<file path="src/rtl/lerast_pkg.sv">
package lerast_pkg;

    localparam int COORD_BITS = 6;
    localparam int IN_DATA_BITS = 4 * COORD_BITS;
    localparam int IN_TDATA_BITS = ((IN_DATA_BITS + 7) / 8) * 8;
    localparam int OUT_DATA_BITS = 2 * COORD_BITS;
    localparam int OUT_TDATA_BITS = ((OUT_DATA_BITS + 7) / 8) * 8;

    typedef logic [COORD_BITS-1:0] t_coord;

    // controller -> datapath
    typedef struct packed {
        logic load;   // latch a new pair of endpoints
        logic step;   // produce the next pixel into the output register
    } t_cmd;

    // datapath -> controller
    typedef struct packed {
        logic empty;  // line has no interior pixel
        logic last;   // current step is the final one
    } t_status;

endpackage

</file>
<file path="src/rtl/line_equation_rasterizer.sv">
// Line rasterizer: one transaction on the slave side carries two endpoints;
// the master side returns the interior pixels of that line, endpoints
// excluded, in order from the endpoint with the smaller x (the start one on a tie),
// with tlast on the final pixel. A line with coinciding or adjacent endpoints
// returns nothing. Throughput: one pixel per cycle along the major axis while
// the receiver takes them, for a line of n = max(|dx|,|dy|) - 1 pixels (at
// most 62). The rate is set by the single minor-axis accumulator, which
// steps once per pixel.
// s_axis_tready is high only while no line is in progress; the last pixel may
// still sit in the output register while the next line is accepted.
// When the receiver stalls, the output register holds its pixel and the
// stepping pauses. Reset (synchronous, active low) drops any line in
// progress and clears the output valid.
module line_equation_rasterizer
    import lerast_pkg::*;
(
    input  logic                      i_clk,
    input  logic                      i_rst_n,
    input  logic                      s_axis_tvalid,
    output logic                      s_axis_tready,
    input  logic [IN_TDATA_BITS-1:0]  s_axis_tdata,   // start_x, start_y, end_x, end_y
    output logic                      m_axis_tvalid,
    input  logic                      m_axis_tready,
    output logic [OUT_TDATA_BITS-1:0] m_axis_tdata,   // pixel_x, pixel_y, zero pad
    output logic                      m_axis_tlast    // last_pixel
);

    t_cmd    cmd;
    t_status sts;
    t_coord  pixel_x, pixel_y;

    lerast_ctrl u_ctrl (
        .i_clk         (i_clk),
        .i_rst_n       (i_rst_n),
        .s_axis_tvalid (s_axis_tvalid),
        .s_axis_tready (s_axis_tready),
        .m_axis_tvalid (m_axis_tvalid),
        .m_axis_tready (m_axis_tready),
        .i_sts         (sts),
        .o_cmd         (cmd)
    );

    lerast_dp u_dp (
        .i_clk        (i_clk),
        .i_cmd        (cmd),
        .i_start_x    (s_axis_tdata[COORD_BITS-1:0]),
        .i_start_y    (s_axis_tdata[2*COORD_BITS-1:COORD_BITS]),
        .i_end_x      (s_axis_tdata[3*COORD_BITS-1:2*COORD_BITS]),
        .i_end_y      (s_axis_tdata[4*COORD_BITS-1:3*COORD_BITS]),
        .o_sts        (sts),
        .o_pixel_x    (pixel_x),
        .o_pixel_y    (pixel_y),
        .o_last_pixel (m_axis_tlast)
    );

    assign m_axis_tdata = OUT_TDATA_BITS'({pixel_y, pixel_x});

endmodule

</file>
<file path="src/rtl/lerast_ctrl.sv">
module lerast_ctrl
    import lerast_pkg::*;
(
    input  logic    i_clk,
    input  logic    i_rst_n,
    input  logic    s_axis_tvalid,
    output logic    s_axis_tready,
    output logic    m_axis_tvalid,
    input  logic    m_axis_tready,
    input  t_status i_sts,
    output t_cmd    o_cmd
);

    localparam logic ST_IDLE = 1'b0;
    localparam logic ST_RUN  = 1'b1;

    logic r_state, n_state;
    logic r_out_valid, n_out_valid;
    logic out_free;

    assign out_free      = !r_out_valid || m_axis_tready;
    assign s_axis_tready = (r_state == ST_IDLE);
    assign m_axis_tvalid = r_out_valid;

    always_comb begin
        o_cmd.load = s_axis_tvalid && (r_state == ST_IDLE);
        o_cmd.step = (r_state == ST_RUN) && !i_sts.empty && out_free;
    end

    always_comb begin
        n_state = r_state;
        case (r_state)
            ST_IDLE: begin
                if (o_cmd.load) begin
                    n_state = ST_RUN;
                end
            end
            ST_RUN: begin
                if (i_sts.empty || (o_cmd.step && i_sts.last)) begin
                    n_state = ST_IDLE;
                end
            end
            default: n_state = ST_IDLE;
        endcase
    end

    always_comb begin
        n_out_valid = r_out_valid;
        if (o_cmd.step) begin
            n_out_valid = 1'b1;
        end else if (m_axis_tready) begin
            n_out_valid = 1'b0;
        end
    end

    always_ff @(posedge i_clk) begin
        if (!i_rst_n) begin
            r_state     <= ST_IDLE;
            r_out_valid <= 1'b0;
        end else begin
            r_state     <= n_state;
            r_out_valid <= n_out_valid;
        end
    end

    a_load_to_run: assert property (@(posedge i_clk) disable iff (!i_rst_n)
        o_cmd.load |=> (r_state == ST_RUN))
        else $error("load did not start a line");

    a_last_to_idle: assert property (@(posedge i_clk) disable iff (!i_rst_n)
        (o_cmd.step && i_sts.last) |=> (r_state == ST_IDLE))
        else $error("line did not end after last pixel");

    a_empty_to_idle: assert property (@(posedge i_clk) disable iff (!i_rst_n)
        (r_state == ST_RUN && i_sts.empty) |=> (r_state == ST_IDLE && !m_axis_tvalid
            || r_state == ST_IDLE && $past(r_out_valid)))
        else $error("empty line produced a pixel");

    a_step_valid: assert property (@(posedge i_clk) disable iff (!i_rst_n)
        o_cmd.step |=> r_out_valid)
        else $error("stepped pixel not presented");

endmodule

</file>
<file path="src/rtl/lerast_dp.sv">
module lerast_dp
    import lerast_pkg::*;
(
    input  logic    i_clk,
    input  t_cmd    i_cmd,
    input  t_coord  i_start_x,
    input  t_coord  i_start_y,
    input  t_coord  i_end_x,
    input  t_coord  i_end_y,
    output t_status o_sts,
    output t_coord  o_pixel_x,
    output t_coord  o_pixel_y,
    output logic    o_last_pixel
);

    t_coord r_x0, r_y0, r_dmaj, r_dmin, r_step, r_quo, r_rem;
    logic   r_fall, r_xmaj;
    t_coord r_px, r_py;
    logic   r_last;

    // endpoint ordering for a new line
    logic   swap, fall, xmaj;
    t_coord x0, y0, x1, y1, dx, dy;

    always_comb begin
        swap = (i_end_x < i_start_x);
        x0   = swap ? i_end_x   : i_start_x;
        y0   = swap ? i_end_y   : i_start_y;
        x1   = swap ? i_start_x : i_end_x;
        y1   = swap ? i_start_y : i_end_y;
        fall = (y1 < y0);
        dx   = x1 - x0;
        dy   = fall ? (y0 - y1) : (y1 - y0);
        xmaj = (dy < dx);
    end

    // one step of the minor fraction dmin*s/dmaj; dmin <= dmaj keeps rem below 2*dmaj
    logic [COORD_BITS:0] rem_sum;
    logic                wrap;
    t_coord              quo_nxt, rem_nxt, minor_ceil, px, py;

    always_comb begin
        rem_sum = {1'b0, r_rem} + {1'b0, r_dmin};
        wrap    = (rem_sum >= {1'b0, r_dmaj});
        quo_nxt = wrap ? (r_quo + t_coord'(1)) : r_quo;
        rem_nxt = wrap ? COORD_BITS'(rem_sum - {1'b0, r_dmaj}) : rem_sum[COORD_BITS-1:0];
        minor_ceil = quo_nxt + ((rem_nxt != '0) ? t_coord'(1) : t_coord'(0));
        if (r_xmaj) begin
            px = r_x0 + r_step;
            py = r_fall ? (r_y0 - minor_ceil) : (r_y0 + quo_nxt);
        end else begin
            px = r_x0 + quo_nxt;
            py = r_fall ? (r_y0 - r_step) : (r_y0 + r_step);
        end
    end

    always_comb begin
        o_sts.empty = (r_dmaj[COORD_BITS-1:1] == '0);
        o_sts.last  = (r_step == (r_dmaj - t_coord'(1)));
    end

    always_ff @(posedge i_clk) begin
        if (i_cmd.load) begin
            r_x0   <= x0;
            r_y0   <= y0;
            r_fall <= fall;
            r_xmaj <= xmaj;
            r_dmaj <= xmaj ? dx : dy;
            r_dmin <= xmaj ? dy : dx;
            r_step <= t_coord'(1);
            r_quo  <= '0;
            r_rem  <= '0;
        end else if (i_cmd.step) begin
            r_step <= r_step + t_coord'(1);
            r_quo  <= quo_nxt;
            r_rem  <= rem_nxt;
        end
    end

    always_ff @(posedge i_clk) begin
        if (i_cmd.step) begin
            r_px   <= px;
            r_py   <= py;
            r_last <= o_sts.last;
        end
    end

    assign o_pixel_x    = r_px;
    assign o_pixel_y    = r_py;
    assign o_last_pixel = r_last;

endmodule

</file>
<file path="config.mk">
export PLATFORM = sky130hd
export DESIGN_NAME = line_equation_rasterizer
export DESIGN_NICKNAME = d
export VERILOG_FILES = /design/src/rtl/lerast_pkg.sv /design/src/rtl/line_equation_rasterizer.sv /design/src/rtl/lerast_ctrl.sv /design/src/rtl/lerast_dp.sv
export SDC_FILE = /design/constraint.sdc
export NUM_CORES = 1
export LEC_CHECK = 0
export BUFFER_PORTS_ARGS = -buffer_cell sky130_fd_sc_hd__buf_4
export CORE_MARGIN = 5
export CORE_UTILIZATION = 45
export DETAILED_ROUTE_END_ITERATION = 12
export PLACE_DENSITY_LB_ADDON = 0.2
export SYNTH_ARGS = -nofsm -noshare
export SYNTH_HDL_FRONTEND = slang
export SYNTH_HIERARCHICAL = 1
export SYNTH_SLANG_ARGS = --single-unit
</file>
<file path="constraint.sdc">
create_clock -name i_clk -period 5.36 [get_ports i_clk]
set_input_delay 0.268 -clock i_clk [delete_from_list [all_inputs] [get_ports i_clk]]
set_output_delay 0.268 -clock i_clk [all_outputs]
set_load 0.03 [all_outputs]
</file>
Word level (Yosys, flattened, before mapping)
Cells that the tools add are included.
{"block": "classes", "add_sub_neg": 15, "n_lt_le_gt_ge": 4, "eq_ne": 1, "n_mux": 19, "bitwise": 1, "n_reduce_logical": 11}
{"operator": "$mux W6", "count": 13}
{"operator": "$sub A6 B6 Y6", "count": 6}
{"operator": "$add A6 B6 Y6", "count": 5}
{"operator": "$lt A6 B6 Y1", "count": 3}
{"operator": "$add A6 B1 Y6 const B", "count": 2}
{"operator": "$add A6 B6 Y7", "count": 1}
{"operator": "$ge A7 B6 Y1", "count": 1}
{"operator": "$eq A6 B6 Y1", "count": 1}
{"operator": "$reduce_bool A6 Y1", "count": 1}
{"operator": "$sub A6 B1 Y6 const B", "count": 1}
{"operator": "$logic_not A5 Y1", "count": 1}
{"operator": "$mux W1", "count": 5}
{"operator": "$logic_and A1 B1 Y1", "count": 4}
{"operator": "$logic_not A1 Y1", "count": 2}
{"operator": "$logic_or A1 B1 Y1", "count": 2}
{"operator": "$pmux W1 S2", "count": 1}
{"operator": "$reduce_bool A2 Y1", "count": 1}
{"operator": "$not A1 Y1", "count": 1}
{"block": "word_totals", "ff_bits": 59, "input_bits": 28, "out_inout_bits": 19, "wordCells": 65}

Longest topological paths before layout
Gate-level depths: netlist of run 1.
{"block": "depth", "word_depth": 9, "mapped_depth": 31, "mapped_depth_nobuf": 29}

Modules after synthesis
The synthesis of run 1 kept the hierarchy.
{"mod": "lerast_dp", "instances": 1, "cells_each": 624, "area_per_inst_um2": 5287.6, "seq_area_each_um2": 1531.5}
{"mod": "lerast_ctrl", "instances": 1, "cells_each": 11, "area_per_inst_um2": 107.6, "seq_area_each_um2": 40.0}
{"mod": "line_equation_rasterizer", "instances": 1, "cells_each": 5, "area_per_inst_um2": 33.8, "seq_area_each_um2": 0.0}

Worst setup path after synthesis of run 1
No wires, ideal clock.
{"block": "synth_timing", "path_type": "flip-flop to flip-flop", "from": "register u_dp.r_rem[0]", "to": "register u_dp.r_py[5], in the netlist u_dp/o_pixel_y[5], data pin", "setup_time_ns": 0.269, "arrival_ns": 5.487, "required_ns": 5.091, "path_slack_ns": -0.396, "stages_incl_launch_ff": 31, "path_buffers": 2, "synth_period_minus_slack_ns": 5.756, "cell_sequence": "dfxtp_1 -> ha_1 -> inv_1 -> fa_1 -> nor2b_1 -> o21ai_0 -> a21boi_0 -> nor2_1 -> ha_1 -> nand2_1 -> nor2_1 -> nor2_1 -> a21boi_0 -> or2_2 -> clkbuf_1 -> clkbuf_1 -> a21oi_1 -> nor3_1 -> nand2_1 -> fa_1 -> inv_1 -> ha_1 -> or2_2 -> a211o_1 -> a21o_1 -> a21oi_1 -> xnor2_1 -> a21oi_1 -> xor2_1 -> xnor2_1 -> a21oi_1"}
{"block": "synth_via", "elab_chain_len": 9, "elab_cells_between_ends": 12, "classes_between": "add/sub: 5; order compare: 1; mux: 5; reduce/logical: 1"}
{"item": "start, declared", "line_no": "lerast_dp.sv:16", "text": "t_coord r_x0, r_y0, r_dmaj, r_dmin, r_step, r_quo, r_rem;"}
{"item": "start signal, assigned", "line_no": "lerast_dp.sv:76", "text": "r_rem <= rem_nxt;"}
{"item": "$add A6 B6 Y7 *", "line_no": "lerast_dp.sv:43", "text": "rem_sum = {1'b0, r_rem} + {1'b0, r_dmin};"}
{"item": "$sub A6 B6 Y6 or $ge A7 B6 Y1 (tied branches)", "line_no": "lerast_dp.sv:46, lerast_dp.sv:44"}
{"item": "$mux W6", "line_no": "lerast_dp.sv:46", "text": "rem_nxt = wrap ? COORD_BITS'(rem_sum - {1'b0, r_dmaj}) : rem_sum[COORD_BITS-1:0];"}
{"item": "$reduce_bool A6 Y1", "line_no": "lerast_dp.sv:47", "text": "minor_ceil = quo_nxt + ((rem_nxt != '0) ? t_coord'(1) : t_coord'(0));"}
{"item": "$mux W1", "line_no": "lerast_dp.sv:47"}
{"item": "$add A6 B6 Y6", "line_no": "lerast_dp.sv:47"}
{"item": "$sub A6 B6 Y6", "line_no": "lerast_dp.sv:50", "text": "py = r_fall ? (r_y0 - minor_ceil) : (r_y0 + quo_nxt);"}
{"item": "$mux W6 *", "line_no": "lerast_dp.sv:50"}
{"item": "$mux W6 *", "line_no": "lerast_dp.sv:48", "text": "if (r_xmaj) begin"}
{"item": "named net u_dp.py[5]", "line_no": "lerast_dp.sv:40", "text": "t_coord quo_nxt, rem_nxt, minor_ceil, px, py;"}
{"item": "end signal, assigned", "line_no": "lerast_dp.sv:83", "text": "r_py <= py;"}
{"item": "end, declared", "line_no": "lerast_dp.sv:18", "text": "t_coord r_px, r_py;"}
Mark *: on every way through the listed nets, which the timed path passes. The rest lies on a longest branch.
A chain may end at the register's enable or synchronous reset.

Worst setup path in the final report of run 1
{"block": "layout_timing", "from": "register u_dp.r_dmin[0]", "to": "register u_dp.r_py[5], in the netlist u_dp/o_pixel_y[5], data pin"}
{"block": "layout_via", "elab_chain_len": 9, "elab_cells_between_ends": 12, "classes_between": "add/sub: 5; order compare: 1; mux: 5; reduce/logical: 1"}
{"item": "start, declared", "line_no": "lerast_dp.sv:16"}
{"item": "start signal, assigned", "line_no": "lerast_dp.sv:69", "text": "r_dmin <= xmaj ? dy : dx;"}
{"item": "$add A6 B6 Y7 *", "line_no": "lerast_dp.sv:43"}
{"item": "$sub A6 B6 Y6 or $ge A7 B6 Y1 (tied branches)", "line_no": "lerast_dp.sv:46, lerast_dp.sv:44"}
{"item": "$mux W6", "line_no": "lerast_dp.sv:46"}
{"item": "$reduce_bool A6 Y1", "line_no": "lerast_dp.sv:47"}
{"item": "$mux W1", "line_no": "lerast_dp.sv:47"}
{"item": "$add A6 B6 Y6", "line_no": "lerast_dp.sv:47"}
{"item": "$sub A6 B6 Y6", "line_no": "lerast_dp.sv:50"}
{"item": "$mux W6 *", "line_no": "lerast_dp.sv:50"}
{"item": "$mux W6 *", "line_no": "lerast_dp.sv:48"}
{"item": "named net u_dp.py[5]", "line_no": "lerast_dp.sv:40"}
Marked as above.

==> results of run 1 <==
report_power, final:
| part | leakage [nW] | switching (mW) | total, mW | internal (mW) |
|---|---|---|---|---|
| logic | 2.18 | 1.32 | 2.53 | 1.21 |
| registers | 0.536 | 0.0969 | 0.747 | 0.651 |
| clock network | 0.143 | 0.204 | 0.564 | 0.360 |
layer usage:
metal / vias up / GRT usage (%) / wire [um]
met1: 2169 / 23.7 / 6060
li1: 2337 / - / -
met5: - / 0 / 0
met2: 80 / 31.4 / 6350
met4: 0 / 6.87 / 201
met3: 11 / 2.78 / 319
worst max-delay path: cells and delay by family, from the launching register on:
family / cells / cell delay (ns)
XOR/XNOR: 3 / 0.42
multiplexers: 1 / 0.31
buffers and inverters: 3 / 0.19
AND/OR/NAND/NOR: 5 / 0.85
adder cells (fa/ha/maj): 5 / 1.48
flip-flops: 1 / 0.41
AO/OA/AOI/OAI: 9 / 1.36
layout make-up:
class / instances / area [um^2] / area share (%)
Inverter: 54 / 203 / 3.15
Tap cell: 147 / 184 / 2.86
Timing Repair Buffer: 69 / 522 / 8.10
Clock inverter: 6 / 65.1 / 1.01
Sequential cell: 59 / 1570 / 24.4
Clock buffer: 10 / 229 / 3.55
Multi-Input combinational cell: 501 / 3670 / 56.9
flip-flops by register name, indices dropped and copies added (netlist names), 6 cells and up:
name            flops
u_dp/r_rem          6
u_dp/r_dmin         6
u_dp/o_pixel_x      6
u_dp/r_y0           6
u_dp/r_x0           6
u_dp/r_quo          6
u_dp/o_pixel_y      6
u_dp/r_step         6
u_dp/r_dmaj         6
layout by cell type, fill, tap and decap left out, types with 6 or more instances in the layout:
cell type and count:
edfxtp_1 39, nor3_1 9, o21ai_0 28, nor2b_1 12
nand3_1 13, nor2_1 53, xnor2_1 35, inv_1 52
clkbuf_16 9, mux2i_1 19, a21o_1 11, nand2_1 64
a21oi_1 39, a21oi_2 6, dfxtp_1 19, buf_4 68
a31oi_1 9, nand2b_1 18, xor2_1 21, ha_1 50
mux2_2 7, a211oi_1 6
Yosys cell counts (all sizes together) (20+ instances only):
library cell	count
edfxtp	39
nor2	55
nand2b	20
xor2	22
inv	54
mux2i	20
o21ai	33
dfxtp	20
nand2	65
xnor2	36
a21oi	45
clkbuf	21
ha	53
cells by family (layout without fill, tap and decap cells):
| family | count (synthesis) | in the layout | synth area share (%) |
|---|---|---|---|
| other | 1 | 4 | 0.0691 |
| AOI/OAI and AO/OA | 146 | 146 | 17.2 |
| xor gates and xnor gates | 58 | 58 | 9.36 |
| adders and majority gates | 61 | 61 | 15.0 |
| DFF | 59 | 59 | 28.9 |
| muxes | 28 | 28 | 5.42 |
| buffers and inverters | 83 | 139 | 6.18 |
| and+or+nand+nor | 204 | 204 | 17.8 |
worst max-delay path by stage:
stage / start / to / slack [ns] / cells past startpoint
5_1_grt: u_dp/r_dmin[0] / u_dp/o_pixel_y[5] / -0.24 / 28
3_5_place_dp: u_dp/r_rem[0] / u_dp/o_pixel_y[5] / -0.21 / 28
4_1_cts: u_dp/r_dmin[0] / u_dp/o_pixel_y[5] / 0.005 / 28
6_report: u_dp/r_dmin[0] / u_dp/o_pixel_y[5] / 0.06 / 26
3_3_place_gp: u_dp/r_rem[0] / u_dp/o_pixel_y[5] / -0.04 / 28
2_1_floorplan: u_dp/r_rem[0] / u_dp/o_pixel_y[5] / 0.0004 / 30
stage by stage:
stage / TNS, ns / area [um^2] / total power [mW] / worst slack (ns) / instances
2_1_floorplan: 0 / 5490 / 2.39 / 0.000426 / 643
3_3_place_gp: -0.0413 / 5990 / 2.90 / -0.0413 / 822
3_5_place_dp: -0.348 / 5990 / 2.97 / -0.211 / 822
4_1_cts: 0 / 6340 / 3.64 / 0.00536 / 843
5_1_grt: -0.401 / 6440 / 4.18 / -0.242 / 846
6_report: 0 / 6440 / 3.84 / 0.0610 / 846
timing repair:
action,4_1_cts,5_1_grt
pin swaps,18,6
endpoints found under the setup margin,2,3
setup buffers,5,3
cloned,0,0
gates resized for setup,6,19
==> impl_metrics.json, run 1 <==
{
  "syn_inst": 640,
  "place_congestion": 0.929,
  "hpwl_mm": 10.1,
  "synthFlopType": "edfxtp_1",
  "nNetsFinal": 782,
  "grt_max_degree": 46,
  "max-vdd-ir-drop_mv": 0.232,
  "vias": 4597,
  "timing.hold.ws_ns": 0.150,
  "overflow": 0,
  "reg2reg_depth": 26,
  "drv_slew": 0,
  "leakagePower_nw": 2.85,
  "fillers": 1111,
  "path_clk_slew_ns": 0.06,
  "crit_slowest_cell": "fa_1",
  "die_h_um": 120,
  "portBuffers": 42,
  "synth_area_um2": 5430,
  "first_pass_iters": 4,
  "endpoint_kind": "register",
  "crit_fanout": 2,
  "ant_nets": 0,
  "ys_types": 62,
  "ioPinCount": 47,
  "power_density_nw_per_um2": 596,
  "slew_headroom_pct": 24.2,
  "period_needed_ns": 5.30,
  "hold_end": "u_ctrl/r_state",
  "synth-edff-count": 39,
  "detail_route.wl_per_cell_um": 15.3,
  "antenna_found_initial": 0,
  "routed_wl_mm": 12.9,
  "whs_path_depth": 2,
  "route.detailed.drc": 0,
  "required_ns": 5.41,
  "hold_viol": 0,
  "grt_usage_pct": 18.4,
  "yosys.area.top_type_share_pct": 21.6,
  "drive_above_1_share_pct": 18.9,
  "coreArea_um2": 11900,
  "min_from": "i_rst_n",
  "yosys.area.top_type": "edfxtp_1",
  "startpoint_type": "register",
  "root_buffer": "clkbuf_16",
  "clock_latency_ns": 0.33,
  "grt_pass1_wl_mm": 21.5,
  "numCtsBuffers": 9,
  "setup_viol": 0,
  "start_util_pct": 45.6,
  "cp.arrival_ns": 5.35,
  "r2r-end": "u_dp/o_pixel_y[5]",
  "initialDrtViolationCount": 246,
  "async_flop_share_pct": 0,
  "finClkSkew_ns": 0.00874,
  "via_per_inst": 5.43,
  "status": "completed",
  "cts_tree": "yes",
  "criticalPathCategory": "register to register",
  "die_area_um2": 14400,
  "die_width_um": 120,
  "htreeDepth": 3,
  "rsz0062_at_grt": "true",
  "synth-seq-cells": 59,
  "area_growth_pct": 18.6,
  "utilization_pct": 54.1,
  "hold_buffers": 0,
  "first_global_vias": 4509,
  "max_freq_mhz": 189,
  "synthTopCellsByArea": "edfxtp_1 22%, ha_1 12%, dfxtp_1 7.4%",
  "max_stage_delay_ns": 0.51,
  "num_antenna_cells": 0,
  "maxCapViolations": 0,
  "holdCritPathClass": "input port to register",
  "rows": 40,
  "ys.warnings.count": 6,
  "cts_sinks": 59,
  "cts_buffer_depth": 2,
  "r2r-start": "u_dp/r_dmin[0]",
  "yosysSeqAreaShare_pct": 28.9,
  "synth.avg_cell_area_um2": 8.48,
  "tightest_slew_ns": 1.13,
  "fin_crit_sh_pct": 98.9,
  "r2r_slack_ns": 0.06
}
Note: power is estimated with default switching activity, not from simulation.
==> run 2: changes to the inputs <==
CORE_ASPECT_RATIO = 1.25   (was unset)
SYNTH_HIERARCHICAL = unset   (was 1)
==> run 2 against run 1 <==
Compared with the run above: the run now ends with negative setup slack left; critical path depth increased by 1; global-route usage grew 0.46 points; wire length is 0.80% lower; via count is 2.5% lower; worst setup slack worse by 0.34 ns; synthesized cell count fell by 5.6%; power is 5.0% higher; die area fell by 0.57%; clock-buffer cell count unchanged; sequential power rose by 0.7%.
==> impl_metrics.json, run 2 <==
{
  "status": "finished with violations",
  "violations": "negative setup slack",
  "hold_viol": 0,
  "r2r_slack_ns": -0.28,
  "yosys.area.top_type_share_pct": 21.7,
  "synth_area_um2": 5390,
  "cts_sinks": 59,
  "reg2reg_depth": 27,
  "endpoint_kind": "register",
  "synth_xor_area_share_pct": 8.94,
  "dp.cells": 809,
  "place_congestion": 0.920,
  "start_util_pct": 46.2,
  "cts_tree": "yes",
  "power_density_nw_per_um2": 631,
  "instances_no_fill": 829,
  "final_common_cell": "buf_4",
  "synth-compound-area-share_pct": 19.7,
  "first_global_vias": 4581,
  "fillers": 1078,
  "yosys.area.top_type": "edfxtp_1",
  "nNetsFinal": 751,
  "hpwl_mm": 10.0,
  "setup_ws_ns": -0.282,
  "crit_fanout": 4,
  "num_antenna_cells": 0,
  "ys_types": 73,
  "r2r-end": "u_dp.o_pixel_y[5]",
  "synth.avg_cell_area_um2": 8.92,
  "root_buffer": "clkbuf_16",
  "coreArea_um2": 11700,
  "htreeDepth": 3,
  "synth_top_family_by_area": "compound AO/OA/AOI/OAI gates",
  "worstSetupStartpoint": "u_dp.r_dmin[0]",
  "drive_above_1_share_pct": 19.2,
  "cts_buffer_depth": 2,
  "slew_headroom_pct": 24.8,
  "critPathBufInv": 2,
  "max_stage_delay_ns": 0.52,
  "criticalPathCategory": "register to register",
  "grt_max_degree": 46,
  "cp.arrival_ns": 5.70,
  "rsz0062_at_grt": "true",
  "min_from": "i_rst_n",
  "first_pass_iters": 4,
  "overflow": 0,
  "die_width_um": 108,
  "grt_usage_pct": 18.9,
  "path_clk_slew_ns": 0.05,
  "yosysSeqAreaShare_pct": 29.2,
  "max-vdd-ir-drop_mv": 0.319,
  "die_area_um2": 14300,
  "leakagePower_nw": 2.79,
  "vias": 4482,
  "detail_route.wl_per_cell_um": 15.5,
  "clock_latency_ns": 0.33,
  "async_flop_share_pct": 0,
  "timing.hold.ws_ns": 0.155,
  "yosys.area_share.simple_pct": 16.2,
  "crit_slowest_cell": "fa_1",
  "path_delay_family": "simple AND/OR/NAND/NOR gates",
  "ioPinCount": 47,
  "startpoint_type": "register",
  "area_growth_pct": 18.6,
  "synthAdderAreaFrac_pct": 15.1,
  "synth_most_common_cell": "nand2_1",
  "holdCritPathClass": "input port to register",
  "synthMuxAreaShare_pct": 5.04,
  "initialDrtViolationCount": 171,
  "numCtsBuffers": 9,
  "synthTopCellsByArea": "edfxtp_1 22%, ha_1 12%, dfxtp_1 7.4%",
  "via_per_inst": 5.41,
  "routed_wl_mm": 12.8,
  "ys.warnings.count": 0,
  "drv_slew": 0,
  "antenna_found_initial": 0,
  "syn_inst": 604,
  "tightest_slew_ns": 1.13,
  "maxCapViolations": 0,
  "portBuffers": 42,
  "period_needed_ns": 5.64,
  "die_h_um": 132,
  "route.detailed.drc": 0,
  "grt_pass1_wl_mm": 21.8,
  "hold_end": "u_ctrl.r_state",
  "required_ns": 5.41,
  "utilization_pct": 54.8,
  "synth-edff-count": 39,
  "synthFlopType": "edfxtp_1",
  "whs_path_depth": 2,
  "synth_common_cells": "59 x nand2_1, 53 x ha_1, 49 x inv_1",
  "ant_nets": 0,
  "r2r-start": "u_dp.r_dmin[0]",
  "setup_viol": 2,
  "rows": 44,
  "final_cell_mix": "67 x buf_4, 57 x nand2_1, 50 x ha_1",
  "synth-seq-cells": 59,
  "fin_crit_sh_pct": 105,
  "hold_buffers": 0,
  "max_freq_mhz": 177,
  "finClkSkew_ns": 0.00744
}
## run 2: cell types whose count changed in the layout (fill, tap and decap cells not counted), moves of 4 or more
| cell | previous run | this run |
|---|---|---|
| a21oi_1 | 39 | 35 |
| inv_1 | 52 | 47 |
| nand2_1 | 64 | 57 |
| nand2b_1 | 18 | 13 |
| nand3_1 | 13 | 7 |
| nor2_1 | 53 | 44 |
| nor4_1 | 5 | 1 |
## run 2: final cells by class
cell class	instances	area [um^2]	share of cell area [%]
Clock buffer	10	229	3.58
Clock inverter	6	80.1	1.25
Inverter	50	188	2.94
Multi-Input combinational cell	475	3610	56.5
Sequential cell	59	1570	24.6
Tap cell	161	201	3.15
Timing Repair Buffer	68	514	8.04
## run 2: how the worst max path moves through the flow
stage,end,slack (ns),depth (start not counted)
6_report,u_dp.o_pixel_y[5],-0.28,27
5_1_grt,u_dp.o_pixel_y[5],-0.60,26
4_1_cts,u_dp.o_pixel_y[5],-0.19,27
3_5_place_dp,u_dp.o_pixel_y[5],-0.46,27
3_3_place_gp,u_dp.o_pixel_y[5],-0.13,27
2_1_floorplan,u_dp.o_pixel_y[5],0.001,27
## run 2: routing by layer
layer	global-route usage, %	up-vias	part of all wire (%)
li1	-	2255	-
met1	23.1	2127	44
met2	33.9	88	52
met3	2.94	12	3.0
met4	5.33	0	1.5
met5	0	-	0
## run 2: logic make-up (layout without fill, tap and decap cells)
group	count (synthesis)	in the layout
buffers and inverters	73	134
other	1	4
flip-flops	59	59
XOR/XNOR	55	55
adder cells (fa/ha/maj)	61	61
AND/OR/NAND/NOR	178	178
AO/OA/AOI/OAI	152	152
multiplexers	25	25
## run 2: what timing repair did
action / in CTS / in global routing
pin swaps: 10 / 5
gates resized for setup: 12 / 3
setup endpoints to repair: 4 / 5
endpoints found under the hold margin: 0 / 0
cloned: 0 / 0
buffers inserted: 3 / 1
## run 2: stage by stage
step | setup TNS [ns] | total power [mW] | setup WS (ns) | cell area [um^2]
3_5_place_dp | -0.953 | 3.23 | -0.458 | 6010
4_1_cts | -0.321 | 3.98 | -0.194 | 6370
6_report | -0.479 | 4.03 | -0.282 | 6390
5_1_grt | -1.54 | 4.36 | -0.596 | 6390
2_1_floorplan | 0 | 2.48 | 0.00111 | 5450
3_3_place_gp | -0.257 | 3.16 | -0.133 | 6010
## run 2: where the power goes
group / switching (mW) / internal [mW]
Clock: 0.200 / 0.402
Sequential: 0.0936 / 0.659
Combinational: 1.41 / 1.27
Total: 1.70 / 2.33
==> run 3: changes to the inputs <==
clock period = 5.5 ns   (was 5.36 ns; I/O delays follow)
==> run 3 against run 2 <==
Compared with the run above: the run still ends with negative setup slack left; register-to-register slack gained 0.14 ns; combinational power hardly changed; wire length increased by 1.3%; clock skew shrank 0.0013 ns; sequential share of layout area shrank 0.36 points; fmax hardly changed; critical path type unchanged; design area is 1.6% higher; clock-buffer cell count is 1 lower; flip-flop and latch count did not move; die area did not move; first-iteration DRC count increased by 22%; largest cell class unchanged.
==> impl_metrics.json, run 3 (synthesized netlist as in run 2, its figures left out) <==
{
  "status": "finished with violations",
  "violations": "negative setup slack",
  "hold_buffers": 0,
  "cp.arrival_ns": 5.69,
  "min_from": "i_rst_n",
  "numCtsBuffers": 9,
  "ant_nets": 0,
  "area_growth_pct": 20.5,
  "tightest_slew_ns": 1.13,
  "r2r-start": "u_dp.r_dmin[1]",
  "via_per_inst": 5.41,
  "root_buffer": "clkbuf_16",
  "pre_cts_ws_ns": -0.298,
  "grt_max_degree": 46,
  "num_antenna_cells": 0,
  "vias": 4518,
  "fin_crit_sh_pct": 103,
  "clock_latency_ns": 0.33,
  "r2r_slack_ns": -0.14,
  "path_clk_slew_ns": 0.05,
  "portBuffers": 42,
  "path_delay_family": "compound AO/OA/AOI/OAI gates",
  "htreeDepth": 3,
  "detail_route.wl_per_cell_um": 15.6,
  "drv_slew": 0,
  "max_freq_mhz": 177,
  "required_ns": 5.55,
  "slew_headroom_pct": 24.3,
  "initialDrtViolationCount": 209,
  "postPlaceCellArea_um2": 5940,
  "route.detailed.drc": 0,
  "cts_sinks": 59,
  "first_global_vias": 4465,
  "nNetsFinal": 757,
  "max_stage_delay_ns": 0.52,
  "power_density_nw_per_um2": 614,
  "die_area_um2": 14300,
  "final_cell_mix": "74 x buf_4, 58 x nand2_1, 49 x ha_1",
  "fillers": 1077,
  "crit_path_end": "u_dp.o_pixel_y[5]",
  "ioPinCount": 47,
  "finClkSkew_ns": 0.00612,
  "drive_above_1_share_pct": 21.1,
  "holdCritPathClass": "input port to register",
  "cts_tree": "yes",
  "antenna_found_initial": 0,
  "r2r-end": "u_dp.o_pixel_y[5]",
  "coreArea_um2": 11700,
  "startpoint_type": "register",
  "place_congestion": 0.928,
  "first_pass_iters": 4,
  "routed_wl_mm": 13.0,
  "crit_slowest_cell": "fa_1",
  "cts_buffer_depth": 2,
  "overflow": 0,
  "hold_viol": 0,
  "timing.hold.ws_ns": 0.166,
  "finalPower_mw": 3.99,
  "rsz0062_at_grt": "true",
  "criticalPathCategory": "register to register",
  "reg2reg_depth": 26,
  "fin_area_um2": 6490,
  "grt_usage_pct": 18.6,
  "cp.depth": 26,
  "instances_no_fill": 835,
  "final_common_cell": "buf_4",
  "leakagePower_nw": 2.84,
  "setup_viol": 2,
  "rows": 44,
  "die_width_um": 108,
  "endpoint_kind": "register",
  "grt_pass1_wl_mm": 21.3,
  "hpwl_mm": 10.0,
  "max-vdd-ir-drop_mv": 0.253,
  "dp.cells": 803,
  "worstSetupStartpoint": "u_dp.r_dmin[1]",
  "start_util_pct": 46.2,
  "maxCapViolations": 0,
  "die_h_um": 132,
  "critPathBufInv": 1,
  "setup_ws_ns": -0.139,
  "crit_fanout": 4,
  "period_needed_ns": 5.64
}
-- run 3: routing by layer --
metal / global-route usage (%) / vias to the layer above / wire length, um
met5: 0 / - / 0
met4: 8.49 / 0 / 358
met3: 2.30 / 26 / 377
met2: 32.7 / 93 / 6640
met1: 22.3 / 2114 / 5620
li1: - / 2285 / -
-- run 3: layout make-up --
class                   count  area, um^2  share of cell area, %
repair buffers             74         556                   8.55
multi-input cells         475        3660                   56.3
well taps                 161         201                   3.10
flip-flops and latches     59        1570                   24.2
clock buffers               9         225                   3.47
inverters                  50         188                   2.89
clock inverters             7        92.6                   1.43
-- run 3: report_power, final --
group / total [mW] / switching, mW / internal, mW / leakage, nW
combinational: 2.66 / 1.39 / 1.27 / 2.16
sequential: 0.734 / 0.0917 / 0.642 / 0.536
clock: 0.593 / 0.199 / 0.394 / 0.151
-- run 3: worst min path at each step --
stage	to	slack (ns)	cells after the start
floorplan	u_ctrl.r_state	0.39	1
global placement	u_dp.r_rem[2]	0.45	2
detailed placement	u_dp.r_rem[2]	0.46	2
CTS	u_ctrl.r_state	0.16	2
global route	u_ctrl.r_state	0.16	2
finish	u_ctrl.r_state	0.17	2
-- run 3: repair_timing --
action	CTS	global route
endpoints found under the setup margin	2	5
gates resized for setup	14	15
hold endpoints to repair	0	0
buffers inserted	9	7
pin swaps	24	21
-- run 3: metrics by stage --
stage	util [%]	TNS, ns
after floorplan	-	0
after global placement	50.9	-0.115
after detailed placement	50.9	-0.474
after CTS	54.5	-0.405
after global routing	55.6	-0.948
final	55.6	-0.166
